File: config.mk
export PLATFORM = sky130hd
export DESIGN_NAME = rpq_ctrl
export DESIGN_NICKNAME = d
export VERILOG_FILES = /design/src/rtl/rpq_pkg.sv /design/src/rtl/rpq_ctrl.sv
export SDC_FILE = /design/constraint.sdc
export NUM_CORES = 1
export LEC_CHECK = 0
export BUFFER_PORTS_ARGS = -buffer_cell sky130_fd_sc_hd__buf_2
export CAP_MARGIN = 20
export CORE_AREA = 2 2 39 41
export CTS_CLUSTER_SIZE = 12
export DETAILED_ROUTE_END_ITERATION = 10
export DIE_AREA = 0 0 41 43
export PLACE_DENSITY_LB_ADDON = 0.15
export SLEW_MARGIN = 20
export SYNTH_ARGS = -nofsm -noshare
export SYNTH_HDL_FRONTEND = slang
export SYNTH_SLANG_ARGS = --single-unit
export TNS_END_PERCENT = 20
File: constraint.sdc
create_clock -name clk -period 1.2 [get_ports clk]
set_input_delay 0 -clock clk [delete_from_list [all_inputs] [get_ports clk]]
set_output_delay 0 -clock clk [all_outputs]
set_load 0.05 [all_outputs]
File: src/rtl/rpq_pkg.sv
// Shared types, constants and codes for the RDOQ pre-quantization block.
// No dependencies; every other file of the block imports this package.
`timescale 1ns / 1ps

package rpq_pkg;

	// Coefficient group geometry
	localparam int GROUP_SIZE = 16;
	localparam int GROUP_W    = $clog2(GROUP_SIZE);

	// Defaults for top-level parameters
	localparam int DEF_MAX_COEFFS = 4096;
	localparam int DEF_ERR_SHIFT  = 20;

	// Field widths
	localparam int COEF_W  = 16;
	localparam int MAG_W   = COEF_W + 1;
	localparam int WORD_W  = 32;
	localparam int ERR_W   = 64;
	localparam int IDX_W   = 13;
	localparam int SCALE_W = 16;
	localparam int SHIFT_W = 5;
	localparam int HALF_W  = 31;
	localparam int CFG_IDX_W  = 2;
	localparam int CFG_DATA_W = 32;

	// Configuration register indexes
	localparam logic [CFG_IDX_W-1:0] CFG_QUANT_SCALE = 2'd0;
	localparam logic [CFG_IDX_W-1:0] CFG_QUANT_SHIFT = 2'd1;
	localparam logic [CFG_IDX_W-1:0] CFG_ERROR_SCALE = 2'd2;

	// Register reset values
	localparam logic [SCALE_W-1:0]    RST_QUANT_SCALE = 16'd1;
	localparam logic [SHIFT_W-1:0]    RST_QUANT_SHIFT = 5'd15;
	localparam logic [CFG_DATA_W-1:0] RST_ERROR_SCALE = 32'd0;

	// Controller states
	typedef enum logic [2:0] {
		ST_IDLE,
		ST_MUL,
		ST_ERR,
		ST_SQR,
		ST_OUT
	} rpq_state_t;

	// Commands from controller to datapath
	typedef struct packed {
		logic load_in;
		logic do_s1;
		logic do_s2;
		logic do_s3;
		logic load_out;
	} rpq_cmd_t;

endpackage

File: src/rtl/rpq_ctrl.sv
// Controller FSM: sequences one word through the multiplier chain.
// Depends on rpq_pkg (state enum, command struct).
`timescale 1ns / 1ps

module rpq_ctrl (
	input  logic              clk,
	input  logic              arst_n,
	input  logic              in_valid,
	output logic              in_ready,
	output logic              out_valid,
	input  logic              out_ready,
	output rpq_pkg::rpq_cmd_t cmd
);
	import rpq_pkg::*;

	rpq_state_t state_q, state_n;
	logic       out_valid_q;

	// Next state
	always_comb begin
		state_n = state_q;
		case (state_q)
			ST_IDLE: if (in_valid) state_n = ST_MUL;
			ST_MUL:  state_n = ST_ERR;
			ST_ERR:  state_n = ST_SQR;
			ST_SQR:  state_n = ST_OUT;
			ST_OUT:  if (!out_valid_q || out_ready) state_n = ST_IDLE;
			default: state_n = ST_IDLE;
		endcase
	end

	// Outputs and datapath commands
	always_comb begin
		in_ready = 1'b0;
		cmd      = '0;
		case (state_q)
			ST_IDLE: begin
				in_ready    = 1'b1;
				cmd.load_in = in_valid;
			end
			ST_MUL:  cmd.do_s1 = 1'b1;
			ST_ERR:  cmd.do_s2 = 1'b1;
			ST_SQR:  cmd.do_s3 = 1'b1;
			ST_OUT:  cmd.load_out = !out_valid_q || out_ready;
			default: cmd = '0;
		endcase
	end

	assign out_valid = out_valid_q;

	// State and output word valid
	always_ff @(posedge clk or negedge arst_n) begin
		if (!arst_n) begin
			state_q     <= ST_IDLE;
			out_valid_q <= 1'b0;
		end else begin
			state_q <= state_n;
			if (cmd.load_out) begin
				out_valid_q <= 1'b1;
			end else if (out_ready) begin
				out_valid_q <= 1'b0;
			end
		end
	end

endmodule

# Word-level counts from Yosys, hierarchy flattened
# Index checks and enable logic that the tools add are counted.
# totals
elab_cells,24
in_bits,4
regBits,4
# op_classes
n_reduce_logical,5
muxes,11
n_eq_ne,6
# ops
op,count
case mux 3 bit (5 select lines),1
2-to-1 mux 1 bit,8
== test 3 x 2 -> 1 bit (second input constant),2
2-to-1 mux 3 bit,2
!= test 2 bit (second input constant),2
== test 3 x 1 -> 1 bit (second input constant),1
== test 3 bit (second input constant),1
zero test 3 bit,1
AND reduction 2 bit,1
nonzero test 2 bit,1
zero test 1 bit,1
logical OR 1 bit,1

# Longest topological paths before layout
# Gate-level depths: netlist of the first run.
# logic_depth
ltp_word,4
ltp_mapped,2
depth_no_buf,2

# Worst setup path after synthesis of the first run
# No wires, ideal clock.
# synth_timing
kind,reg2out
startpoint,reg state_q[1]
endpoint,out cmd[4] (netlist bit)
stages_incl_launch_ff,3
arrival_ns,2.129
setup_slack_ns,-0.929
path_buffers,0
required_ns,1.200
path_cell_list,dfrtp_1 > nor3_1 > and2_1
# synth_rtl
element,line_no,text
from (decl),rpq_ctrl.sv:16,"rpq_state_t state_q, state_n;"
from (signal assigned),rpq_ctrl.sv:57,state_q <= state_n;
to (decl),rpq_ctrl.sv:12,output rpq_pkg::rpq_cmd_t cmd

==> metrics.csv, run 1 <==
metric,value,unit
fraction of final layout cells sized beyond drive strength 1,0.6389,
worst-path maximum fanout,2,
Starting Density,0.1483,
Post-Route WL,470,µm
CTS root buf,clkbuf_4,
row count,14,
fin crit period,1.289,ns
IO Port Bufs,10,
drt pass-1 iters,2,
status,finished with violations,
Avg WL per Cell,9.038,µm
post-route cell area,385.4,µm²
Mapped Area,205.2,µm²
area grow syn2layout,87.80,%
post-synthesis compound-gate area fraction,0.05488,
first-pass GRT wire length,759,µm
CP Data Arrival Time,1.29,ns
detailed-route vias per instance,3.615,
vias,188,
leading area contributor after synthesis,dfrtp_1,
drt first-iter violations,1,
# DRC,0,
Die ar.,1763,µm²
post-route ant nets,0,
CTS Buffer Depth,2,
Area after DPL,301.5,µm²
largest net degree at the start of global routing,7,
die height,43,µm
Syn Area/Cell,10.80,µm²
CP Capture Type,output pin,
Crit path largest cell delay,0.40,ns
fin nets,42,
remaining global-route overflow,0,
CTS tree,done,
H-tree depth,1,
"Clk Latency, worst-skew pair",0.24,ns
fin crit share,1.074,
num ports,11,
simple-gate share of the synthesized area,0.3780,
worst slew pin tran,0.2463,ns
unique cell type count in the Yosys netlist,13,
Post-Synthesis Cells,19,
max_cap viols,0,
unrepaired setup endpoints after global routing,true,
combinational family with the most area after synthesis,simple AND/OR/NAND/NOR gates,
post-synthesis net count,23,
number of global-route vias before repair,195,
synth warn,0,
Hold Slack,0.05765,ns
final setup margin,-0.08933,ns
Post-Synth Adder-Cell Area,0,
Max Clk Rate,775.6,MHz
Final Wtd Congestion,0.5999,
"Req. time, crit path",1.20,ns
die width,41,µm
CP max stage cell,or3b_4,
antenna violations before repair,0,
# diodes,0,
Final Max Tran Viols,0,
"Clk pin slew, worst setup/hold paths",0.03,ns
mux contribution to synthesized area,0,
failing checks,setup timing,
final hold viol count,0,
Worst slew margin,0.8370,
XOR/XNOR Fraction of Synth Area,0.04268,
endpoints failing setup,2,
Hold Crit Class,input port to flip-flop,
"top cells by area, synth","dfrtp_1, nor3b_1, o21bai_2",
Clock Skew,0.008916,ns
post-synthesis register bit count,4,
Worst setup SP type,flip-flop,
Top delay family on crit path,simple AND/OR/NAND/NOR gates,
TritonCTS buffer count,3,
GRT Total Usage,0.06855,
"Seq/Total Area, Yosys",0.4878,
Crit path buffers/inverters,1,
FILL cells,150,
cell breakdown of the critical path,or3b_4 > nor2b_2 > buf_6,
core area,1384,µm²
number of clock sinks,4,
Yosys top cell area share,0.4878,
Crit Path Category,flip-flop to output pin,
==> final cells by class <==
type / instances / area, µm² / share of cell area
Tap cell: 16 / 20.02 / 0.05195
Clock buffer: 3 / 22.52 / 0.05844
Timing Repair Buffer: 15 / 123.9 / 0.3214
Sequential cell: 4 / 100.1 / 0.2597
Multi-Input combinational cell: 14 / 118.9 / 0.3084
==> state kept, by name (all words and copies together) (netlist names) <==
| name | cells |
|---|---|
| out_valid | 1 |
| state_q | 3 |
==> final timing paths <==
kind | from | slack [ns] | cells after the start | end
worst max-delay path | state_q[0] | -0.09 | 3 | cmd[0]
worst min-delay path | in_valid | 0.06 | 3 | state_q[0]
worst max register to register | state_q[0] | 0.13 | 3 | state_q[2]
worst min register to register | out_valid | 0.54 | 2 | out_valid
max in group asynchronous | arst_n | 0.98 | 2 | state_q[1]
min in group asynchronous | arst_n | 0.09 | 2 | state_q[2]
==> synthesized netlist by cell type <==
cell,number
nand2b_1,1
o21bai_2,1
nor2b_2,1
nor2_1,2
and3b_1,1
nor3b_1,2
dfrtp_1,4
nor3_1,2
xnor2_1,1
nand2_1,1
or3b_4,1
buf_4,1
and2_1,1
==> logic make-up (layout without fill, tap and decap cells) <==
kind of cell	after synthesis	in the layout
buffers and inverters	1	18
AND/OR/NAND/NOR	12	12
flip-flops	4	4
AO/OA/AOI/OAI	1	1
XOR/XNOR	1	1
==> placed cells by master (no fill, tap or decap) <==
master | netlist | routed
or3b_4 | 1 | 1
clkbuf_4 | 0 | 3
dlygate4sd3_1 | 0 | 1
xnor2_1 | 1 | 1
nand2b_1 | 1 | 1
nand2_1 | 1 | 1
buf_4 | 1 | 5
nor2_1 | 2 | 2
nor2b_2 | 1 | 1
buf_2 | 0 | 4
and3b_1 | 1 | 1
buf_6 | 0 | 5
nor3b_2 | 0 | 2
o21bai_2 | 1 | 1
and2_1 | 1 | 1
dfrtp_1 | 4 | 4
nor3_4 | 0 | 1
nor3_1 | 2 | 1
==> layer usage <==
metal / track usage / wire [µm] / vias to the layer above
met2: 0.08750 / 210 / 9
met3: 0.03141 / 37 / 0
met5: 0 / 0 / -
met4: 0.06000 / 0 / 0
met1: 0.08143 / 221 / 81
li1: - / - / 98
==> metrics by stage <==
step / util / setup TNS, ns / cells / setup WS, ns
3_5_place_dp: 0.2179 / 0 / 47 / 0.06159
6_report: 0.2785 / -0.1442 / 52 / -0.08933
3_3_place_gp: 0.2179 / 0 / 47 / 0.06647
2_1_floorplan: - / -1.266 / 19 / -0.4440
5_1_grt: 0.2785 / -0.3320 / 52 / -0.1325
4_1_cts: 0.2731 / -0.1830 / 52 / -0.1098
==> tightest hold or removal path: stages <==
cell    delay, ns
buf_2        0.10
nor2_1       0.09
nor3_1       0.05
==> what timing repair did <==
action	in CTS	in global routing
pin swaps	1	0
endpoints found under the setup margin	6	6
setup buffers	1	0
hold buffers	1	0
cloned	0	0
hold endpoints to repair	4	0
resized for setup	11	2
Power of run 1 is left out: the tool's default activity adds up to more than one toggle a clock period on the data nets, which glitch-free logic cannot reach.
==> run 2: changes to the inputs <==
--- a/config.mk
+++ b/config.mk
@@ -13,3 +13,5 @@
 export DIE_AREA = 0 0 41 43
+export HOLD_SLACK_MARGIN = 0.1
 export PLACE_DENSITY_LB_ADDON = 0.15
+export SKIP_CTS_REPAIR_TIMING = 1
 export SLEW_MARGIN = 20
==> constraint.sdc (replaced) <==
create_clock -name clk -period 1.2 [get_ports clk]
set_input_delay 0.06 -clock clk [delete_from_list [all_inputs] [get_ports clk]]
set_output_delay 0.06 -clock clk [all_outputs]
set_load 0.05 [all_outputs]
==> run 2 against run 1 <==
  * The run still ends with setup timing left
  * First-iteration DRC count rose by 100%
  * Count of clock-buffer cells in the layout rose by 1
  * Routed wire length rose by 6.8%
  * Non-clock buffer count did not move
  * Maximum frequency fell by 5.2%
  * Clock skew fell by 0.0031 ns
==> metrics.csv, run 2 (synthesized netlist as in run 1, its figures left out) <==
metric,value,unit,change
max_cap viols,0,,unchanged
failing checks,setup timing,,
Crit Path Category,flip-flop to output pin,,
Top reg by flops,state_q,,
core area,1384,µm²,unchanged
worst slew pin tran,0.2474,ns,+0.001124 ns
first-pass GRT wire length,952,µm,+25%
post-route cell area,431.7,µm²,+12%
Final Wtd Congestion,0.6146,,+2.5%
# DRC,0,,unchanged
unrepaired setup endpoints after global routing,true,,
Hold Crit Class,input port to flip-flop,,
CP max stage cell,or3b_4,,
status,finished with violations,,
Final Max Tran Viols,0,,unchanged
H-tree depth,1,,unchanged
IO Port Bufs,10,,unchanged
number of clock sinks,4,,unchanged
Placed Cells,48,,+2.1%
num ports,11,,unchanged
Area after DPL,340.3,µm²,+13%
CTS root buf,clkbuf_4,,
"Clk pin slew, worst setup/hold paths",0.04,ns,about the same
CTS tree,done,,
Crit path largest cell delay,0.40,ns,about the same
Crit Reg-Reg Startpoint,state_q[2],,
R2R setup slack,0.09,ns,-0.04 ns
"Clk Latency, worst-skew pair",0.24,ns,about the same
fin crit period,1.360,ns,+0.07064 ns
worst-path maximum fanout,2,,unchanged
drt pass-1 iters,2,,unchanged
CP Data Arrival Time,1.30,ns,about the same
Top delay family on crit path,simple AND/OR/NAND/NOR gates,,
fin cells,53,,+1.9%
Max Clk Rate,735.3,MHz,-5.2%
cell breakdown of the critical path,or3b_4 > nor2b_4 > buf_6,,
row count,14,,unchanged
detailed-route vias per instance,3.868,,+7.0%
antenna violations before repair,0,,unchanged
GRT Total Usage,0.08560,,+0.01705
CTS Buffer Depth,2,,unchanged
TritonCTS buffer count,3,,unchanged
max reg flops,3,,unchanged
Die ar.,1763,µm²,unchanged
Worst setup SP type,flip-flop,,
fin nets,42,,unchanged
fraction of final layout cells sized beyond drive strength 1,0.7027,,+0.06381
Crit path buffers/inverters,1,,unchanged
final hold viol count,0,,unchanged
final setup margin,-0.1600,ns,-0.07064 ns
fin util,0.3119,,+0.03345
hold-critical path depth,3,,unchanged
Clock Skew,0.005829,ns,-0.003087 ns
drt first-iter violations,2,,+1
area grow syn2layout,110.4,%,
Worst slew margin,0.8362,,about the same
die height,43,µm,unchanged
endpoints failing setup,6,,+4
most frequent cells in the layout,"buf_2, buf_4, clkbuf_4, dfrtp_1, buf_6",,
vias,205,,+9.0%
number of global-route vias before repair,218,,+12%
# diodes,0,,unchanged
die width,41,µm,unchanged
largest net degree at the start of global routing,7,,unchanged
"Req. time, crit path",1.14,ns,-0.06 ns
Avg WL per Cell,9.472,µm,+4.8%
Post-Route WL,502,µm,+6.8%
R2R depth,3,,unchanged
remaining global-route overflow,0,,unchanged
Hold Path Origin,in_valid,,
fin crit share,1.133,,+0.05886
post-route ant nets,0,,unchanged
Starting Density,0.1483,,unchanged
CP Capture Type,output pin,,
Worst R2R End,state_q[2],,
Hold Crit Endpoint,state_q[0],,
==> run 2: metal layers <==
metal / wire length [µm] / GRT usage / up-vias
li1: - / - / 98
met1: 199 / 0.09416 / 95
met2: 250 / 0.1094 / 12
met3: 53 / 0.06283 / 0
met4: 0 / 0.06000 / 0
met5: 0 / 0 / -
==> run 2: worst max-delay path by stage <==
| stage | startpoint | endpoint | slack, ns | cells past startpoint |
|---|---|---|---|---|
| 6_report | state_q[2] | cmd[0] | -0.16 | 3 |
| 4_1_cts | state_q[2] | cmd[0] | -0.27 | 3 |
| 3_5_place_dp | state_q[1] | cmd[0] | 0.002 | 3 |
| 5_1_grt | state_q[2] | cmd[4] | -0.21 | 4 |
| 3_3_place_gp | state_q[2] | cmd[0] | 0.002 | 3 |
| 2_1_floorplan | state_q[2] | cmd[4] | -0.15 | 2 |
==> run 2: worst register-to-register path, delay by kind of cell, from the launching register on <==
kind,cells,cell delay [ns]
flip-flops,1,0.39
buffers and inverters,1,0.15
AND/OR/NAND/NOR,1,0.40
AO/OA/AOI/OAI,1,0.10
==> run 2: per-stage QoR <==
step | setup TNS (ns) | hold WS, ns | setup slack (ns)
after detailed placement | 0 | -0.1309 | 0.002324
after CTS | -1.025 | -0.3959 | -0.2696
final | -0.4813 | 0.09545 | -0.1600
after global placement | 0 | -0.1273 | 0.002103
after floorplan | -0.2611 | -0.2356 | -0.1503
after global routing | -0.8114 | 0.1324 | -0.2068
==> run 2: cell type report <==
type	instances	area (µm²)
Clock buffer	4	26.28
Sequential cell	4	101.3
Tap cell	16	20.02
Fill cell	150	952.2
Multi-Input combinational cell	14	140.1
Timing Repair Buffer	15	143.9
Power of run 2 is left out for the same reason.
==> run 3: changes to the inputs <==
Settings changed: CTS_BUF_LIST set to sky130_fd_sc_hd__clkbuf_16.
==> run 3 against run 2 <==
  * Clock skew fell by 0.00088 ns
  * Sequential share of layout area down 2.5 points
  * Largest cell class unchanged
  * The flow still finishes with violations (setup timing)
  * Count of clock-buffer cells in the layout decreased by 1
==> metrics.csv, run 3 (synthesized netlist as in run 1, its figures left out) <==
metric,value,unit,change
endpoints failing setup,5,,-1
CP Capture Type,output pin,,
status,finished with violations,,
Final Wtd Congestion,0.6146,,unchanged
Max Clk Rate,745.6,MHz,+1.4%
# DRC,0,,unchanged
vias,199,,-2.9%
"Clk Latency, worst-skew pair",0.22,ns,-0.02 ns
Worst setup SP type,flip-flop,,
Crit Path Category,flip-flop to output pin,,
CTS Buffer Depth,2,,unchanged
CP max stage cell,or3b_4,,
"Clk pin slew, worst setup/hold paths",0.03,ns,about the same
Top reg by flops,state_q,,
final setup margin,-0.1411,ns,+0.01882 ns
metal2 WL,277,µm,+11%
final hold viol count,0,,unchanged
CTS tree,done,,
"Req. time, crit path",1.14,ns,about the same
die width,41,µm,unchanged
Clock Skew,0.004946,ns,-0.0008830 ns
row count,14,,unchanged
max reg flops,3,,unchanged
Worst R2R End,state_q[2],,
worst-path maximum fanout,2,,unchanged
Crit Reg-Reg Startpoint,state_q[2],,
failing checks,setup timing,,
area grow syn2layout,136.0,%,
Top Layer Used,met3,,
most frequent cells in the layout,"buf_2, buf_4, clkbuf_16, dfrtp_1, buf_6",,
Die ar.,1763,µm²,unchanged
cell breakdown of the critical path,or3b_4 > nor2b_4 > buf_6,,
post-route ant nets,0,,unchanged
number of clock sinks,4,,unchanged
fin nets,42,,unchanged
drt first-iter violations,1,,-1
antenna violations before repair,0,,unchanged
hold-critical path depth,3,,unchanged
fin crit period,1.341,ns,-0.01882 ns
number of global-route vias before repair,218,,unchanged
CTS root buf,clkbuf_16,,
fin crit share,1.118,,-0.01568
# diodes,0,,unchanged
R2R setup slack,0.09,ns,about the same
Hold Path Origin,in_valid,,
IO Port Bufs,10,,unchanged
unrepaired setup endpoints after global routing,true,,
Hold Slack,0.1122,ns,+0.01674 ns
remaining global-route overflow,0,,unchanged
num ports,11,,unchanged
core area,1384,µm²,unchanged
first-pass GRT wire length,931,µm,-2.2%
Hold Crit Class,input port to flip-flop,,
Final Max Tran Viols,0,,unchanged
R2R depth,3,,unchanged
met1 WL,186,µm,-6.5%
GRT Total Usage,0.08157,,-0.004028
worst slew pin tran,0.2474,ns,+0.000009656 ns
Post-Route WL,519,µm,+3.4%
Starting Density,0.1483,,unchanged
WL met3,55,µm,+3.8%
TritonCTS buffer count,3,,unchanged
die height,43,µm,unchanged
fraction of final layout cells sized beyond drive strength 1,0.7027,,unchanged
CP Data Arrival Time,1.28,ns,-0.02 ns
drt pass-1 iters,2,,unchanged
H-tree depth,1,,unchanged
Crit path largest cell delay,0.40,ns,about the same
largest net degree at the start of global routing,7,,unchanged
Hold Crit Endpoint,state_q[0],,
detailed-route vias per instance,3.755,,-2.9%
Avg WL per Cell,9.792,µm,+3.4%
Worst slew margin,0.8362,,about the same
max_cap viols,0,,unchanged
-- run 3: cell count changes in the layout (fill, tap and decap cells not counted), sizes merged --
cell,change
clkbuf,-1
inv,+1
-- run 3: how the worst max path moves through the flow --
stage | start | endpoint | slack, ns | cells after the start
5_1_grt | state_q[2] | cmd[4] | -0.17 | 4
6_report | state_q[2] | cmd[0] | -0.14 | 3
3_5_place_dp | state_q[1] | cmd[0] | 0.002 | 3
2_1_floorplan | state_q[2] | cmd[4] | -0.15 | 2
3_3_place_gp | state_q[2] | cmd[0] | 0.002 | 3
4_1_cts | state_q[2] | cmd[0] | -0.24 | 3
-- run 3: routing by layer --
layer  track usage  up-vias
met5             0        -
met4       0.02000        0
met3       0.06283        0
met2        0.1219       10
met1       0.08766       90
li1              -       99
-- run 3: worst max-delay path, delay by kind of cell, from the launching register on --
| family | cells | cell delay (ns) |
|---|---|---|
| buffers and inverters | 1 | 0.15 |
| DFF | 1 | 0.38 |
| and+or+nand+nor | 2 | 0.51 |
-- run 3: cell type report --
type                    instances  area (µm²)
fillers                       142       899.6
repair buffers                 15       143.9
multi-input cells              14       140.1
flip-flops and latches          4       101.3
clock buffers                   3       75.07
well taps                      16       20.02
clock inverters                 1       3.754
-- run 3: per-stage QoR --
step	worst slack (ns)	TNS, ns	area, µm²	cells	util
2_1_floorplan	-0.1503	-0.2611	235.2	19	-
3_3_place_gp	0.002103	0	340.3	48	0.2459
3_5_place_dp	0.002324	0	340.3	48	0.2459
4_1_cts	-0.2403	-0.8491	419.2	52	0.3029
5_1_grt	-0.1709	-0.6024	484.2	53	0.3499
6_report	-0.1411	-0.3659	484.2	53	0.3499
Power of run 3 is left out for the same reason.
